## config.mk

```make
export PLATFORM = sky130hd
export DESIGN_NAME = twcp_div
export DESIGN_NICKNAME = d
export VERILOG_FILES = /design/src/hdl/twcp_div.sv
export SDC_FILE = /design/constraint.sdc
export NUM_CORES = 2
export LEC_CHECK = 0
export BUFFER_PORTS_ARGS = -buffer_cell sky130_fd_sc_hd__buf_2
export CAP_MARGIN = 20
export CORE_ASPECT_RATIO = 1.4
export CORE_MARGIN = 2
export CORE_UTILIZATION = 25
export CTS_BUF_LIST = sky130_fd_sc_hd__clkbuf_16
export CTS_CLUSTER_DIAMETER = 30
export CTS_CLUSTER_SIZE = 20
export DETAILED_ROUTE_END_ITERATION = 10
export PLACE_DENSITY_LB_ADDON = 0.05
export SLEW_MARGIN = 10
export SYNTH_ARGS = -nofsm -noshare
export SYNTH_HDL_FRONTEND = slang
export SYNTH_SLANG_ARGS = --single-unit
```

## constraint.sdc

```tcl
create_clock -name clk_i -period 7.2 [get_ports clk_i]
set_clock_uncertainty 0.2 [all_clocks]
set_input_delay 0.36 -clock clk_i [delete_from_list [all_inputs] [get_ports clk_i]]
set_output_delay 0.36 -clock clk_i [all_outputs]
set_load 0.01 [all_outputs]
```

## src/hdl/twcp_div.sv

```systemverilog
// Pipelined restoring divider, one quotient bit per stage, with a side-band tag.
`timescale 1ns / 1ps
`default_nettype none
module twcp_div #(
  parameter int unsigned NumW = 34,
  parameter int unsigned DenW = 26,
  parameter int unsigned TagW = 8
) (
  input  wire logic            clk_i,
  input  wire logic            rst_ni,
  input  wire logic            en_i,
  input  wire logic            valid_i,
  input  wire logic [NumW-1:0] num_i,
  input  wire logic [DenW-1:0] den_i,
  input  wire logic [TagW-1:0] tag_i,
  output logic                 valid_o,
  output logic      [NumW-1:0] quot_o,
  output logic      [TagW-1:0] tag_o
);
  logic [NumW:0]     valid_q;
  logic [NumW-1:0]   num_q [NumW+1];
  logic [DenW:0]     rem_q [NumW+1];
  logic [DenW-1:0]   den_q [NumW+1];
  logic [TagW-1:0]   tag_q [NumW+1];

  always_comb begin
    valid_q[0] = valid_i;
    num_q[0]   = num_i;
    rem_q[0]   = '0;
    den_q[0]   = den_i;
    tag_q[0]   = tag_i;
  end

  for (genvar s = 0; s < NumW; s++) begin : g_stage
    logic [DenW+1:0] trial;
    logic [DenW+1:0] shifted;
    assign shifted = {rem_q[s], num_q[s][NumW-1]};
    assign trial   = shifted - {2'b00, den_q[s]};

    always_ff @(posedge clk_i or negedge rst_ni) begin
      if (!rst_ni) begin
        valid_q[s+1] <= 1'b0;
      end else if (en_i) begin
        valid_q[s+1] <= valid_q[s];
      end
    end

    always_ff @(posedge clk_i) begin
      if (en_i) begin
        den_q[s+1] <= den_q[s];
        tag_q[s+1] <= tag_q[s];
        if (!trial[DenW+1]) begin
          rem_q[s+1] <= trial[DenW:0];
          num_q[s+1] <= {num_q[s][NumW-2:0], 1'b1};
        end else begin
          rem_q[s+1] <= shifted[DenW:0];
          num_q[s+1] <= {num_q[s][NumW-2:0], 1'b0};
        end
      end
    end
  end

  assign valid_o = valid_q[NumW];
  assign quot_o  = num_q[NumW];
  assign tag_o   = tag_q[NumW];
endmodule
`default_nettype wire

```

==> results.cfg <==
[run_status]
status = finished, final reports clean

[placement]
place_hpwl_mm = 282
gp_congestion = 0.863
io_buffers = 114
place_area_um2 = 161000

[finish]
drive_gt1_share_pct = 16.3
final_common_cell = edfxtp_1
fin_nets = 13000
design_area_um2 = 191000
area_growth_pct = 27.2
fillers = 59200
layout_common_cells = 3177 x edfxtp_1, 1180 x inv_1, 859 x ha_1, 850 x clkbuf_16, 755 x a21oi_1

[power]
intPower_uw = 66400
ir_drop_v = 0.000289
power_frac_comb_pct = 33.4
p_leak_uw = 0.0752
p_per_area_nw_per_um2 = 518
p_switching_uw = 32700
power_frac_clock_pct = 37.3
switching_share_pct = 33.0
sequentialPowerShare_pct = 29.3

[floorplan]
num_rows = 337
die_w_um = 659
design.die.area_um2 = 608000
top_level_ports = 115
start_util_pct = 25.0
die_height_um = 922
core_um2 = 600000

[timing]
fin_setup_tns_ns = 0
finalWorstPathRequiredPeriod_ns = 5.34
finalHoldViolations = 0
slew_viol_final = 0
setup_viol = 0
tightestPinTransition_ns = 1.12
layout_worst_path_cycle_share_pct = 74.2
rsz0062_at_grt = no
fmaxAchievable_mhz = 187
max_slew_margin_pct = 23.7

[route]
ant_nets = 0
drc = 0
wl_per_cell_um = 18.8
vias = 90300
routed_wirelength_mm = 390
viasPerCell = 4.35
drtPass1Iterations = 9
drt-initial-drc-count = 4032

[critical_path]
path_max_fanout = 24
critPathKind = reg -> reg
critical_path_arrival_ns = 5.96
cpMaxStageDelayCell = a2111oi_0
end_kind = flip-flop
cp.required_ns = 7.82
rr_worst_depth = 12
path_cells = ha_1 > nor2b_1 > o21a_1 > o21ai_0 > a211o_1 > a2111oi_0 > nor3_1 > o31ai_1 > a41oi_1 > xor2_2 > buf_4 > mux2_2
cpPeakStageDelay_ns = 0.98
worst_setup_path_start_kind = flip-flop

[logic_synthesis]
syn_avg_cell_area_um2 = 13.6
ys_seq_area_share_pct = 64.0
synth.cell_area_um2 = 150000
ys_dominant_reg_cell = edfxtp_1
synth_seq_cells = 3211
synthCells = 11100
yosys_warnings = 0
synth_edf_count = 3177
ys_async_sr_fraction_pct = 1.06
ys_types = 94

[global_routing]
grt.total_usage_pct = 12.5
grt_max_degree = 163
grt_pass1_vias = 101000
grt_pass1_wl_mm = 588
antenna_found_initial = 6
overflow = 0

[clock_tree]
clock_sinks = 3211
ctsResizeCount = 0
tritoncts = done
cts-root-buf = clkbuf_16
cts-hold-fix-buffers = 143
numCtsBuffers = 841
clk_latency_ns = 1.11
clk_pin_slew_ns = 0.05
cts_buffer_depth = 4
htree_num_levels = 6
cts_setup_buffers = 0

[worst_hold_path]
hold_depth = 2
hold_class = in -> reg

[run]
drv_cap = 0
-- synth_stat cells (170+ instances only) --
| cell type | instances | share of area, % |
|---|---|---|
| xnor2_1 | 436 | 2.5 |
| a21o_1 | 411 | 2.1 |
| mux2_2 | 494 | 3.7 |
| clkbuf_1 | 170 | 0.42 |
| edfxtp_1 | 3177 | 63 |
| ha_1 | 859 | 7.1 |
| inv_1 | 1051 | 2.6 |
| xor2_1 | 338 | 2.0 |
| o21ai_0 | 598 | 2.0 |
| a21oi_1 | 755 | 2.5 |
| nand2_1 | 627 | 1.6 |
| nor2_1 | 445 | 1.1 |
-- kinds of logic (layout without fill, tap and decap cells) --
logic type / count (synthesis) / count (layout) / synth area share [%]
and+or+nand+nor: 1764 / 1764 / 5.46
xor gates and xnor gates: 779 / 779 / 4.56
DFF: 3211 / 3211 / 64.0
AOI/OAI and AO/OA: 2559 / 2559 / 10.7
adders and majority gates: 891 / 891 / 7.58
muxes: 563 / 563 / 4.25
other: 1 / 68 / 0.00249
buffers and inverters: 1302 / 2978 / 3.41
-- critical path, delay by kind of cell (launching register included) --
kind / cells / cell delay (ns)
buffers and inverters: 1 / 0.41
DFF: 1 / 0.43
muxes: 1 / 0.38
and+or+nand+nor: 2 / 0.43
adders and majority gates: 1 / 0.29
xor gates and xnor gates: 1 / 0.30
AOI/OAI and AO/OA: 6 / 2.60
-- power groups by stage --
stage          sequential, uW  clock, uW  combinational, uW
4_1_cts                 29200      38100              33800
5_1_grt                 29500      39000              36700
3_3_place_gp            29500          0              33100
3_5_place_dp            29500          0              33500
2_1_floorplan           28000          0              24200
6_report                29000      37000              33100
-- metal layers --
metal  wire length [um]  global-route usage (%)
met3              13600                    2.24
met5                  0                       0
met4              26100                    7.99
met2             238000                    27.4
met1             112000                    9.50
-- area by class of cell --
type                       instances  area (um2)  share of cell area, %
sequential                      3211       96300                   50.3
multi-input combinational       6569       49400                   25.8
clock buffer                     850       21300                   11.1
tap                             7966        9970                   5.21
clock inverter                   715        7140                   3.74
inverter                        1053        3950                   2.07
timing repair buffer             360        3130                   1.63
antenna                           55         138                 0.0720
-- path summary, 6_finish.rpt --
kind,start,endpoint,slack [ns]
min in group asynchronous,rst_ni,valid_q[17],0.25
max in group asynchronous,rst_ni,valid_q[16],6.36
hold / removal,en_i,g_stage[1].shifted[23],0.17
setup reg to reg,g_stage[18].shifted[1],g_stage[19].shifted[10],1.86
setup / recovery,g_stage[18].shifted[1],g_stage[19].shifted[10],1.86
hold reg to reg,num_q[756],num_q[723],0.18
-- flip-flops by register name, indices dropped and copies added (netlist names) --
signal,cells
num_q,1089
g_stage.shifted,924
den_q,858
tag_q,264
quot_o,34
valid_q,33
tag_o,8
valid_o,1
-- per-stage QoR --
step	std cells	utilization, %	hold WS (ns)	worst slack (ns)	total power [uW]
final	20800	31.8	0.166	1.86	99100
after global routing	20800	31.8	0.112	1.70	105000
after CTS	20700	31.8	0.0803	1.75	101000
after detailed placement	19000	26.8	0.205	1.77	62900
after global placement	19000	26.8	0.201	0.985	62600
after floorplan	11100	-	-0.136	3.50	52300
(Power assumes the default switching activity.)
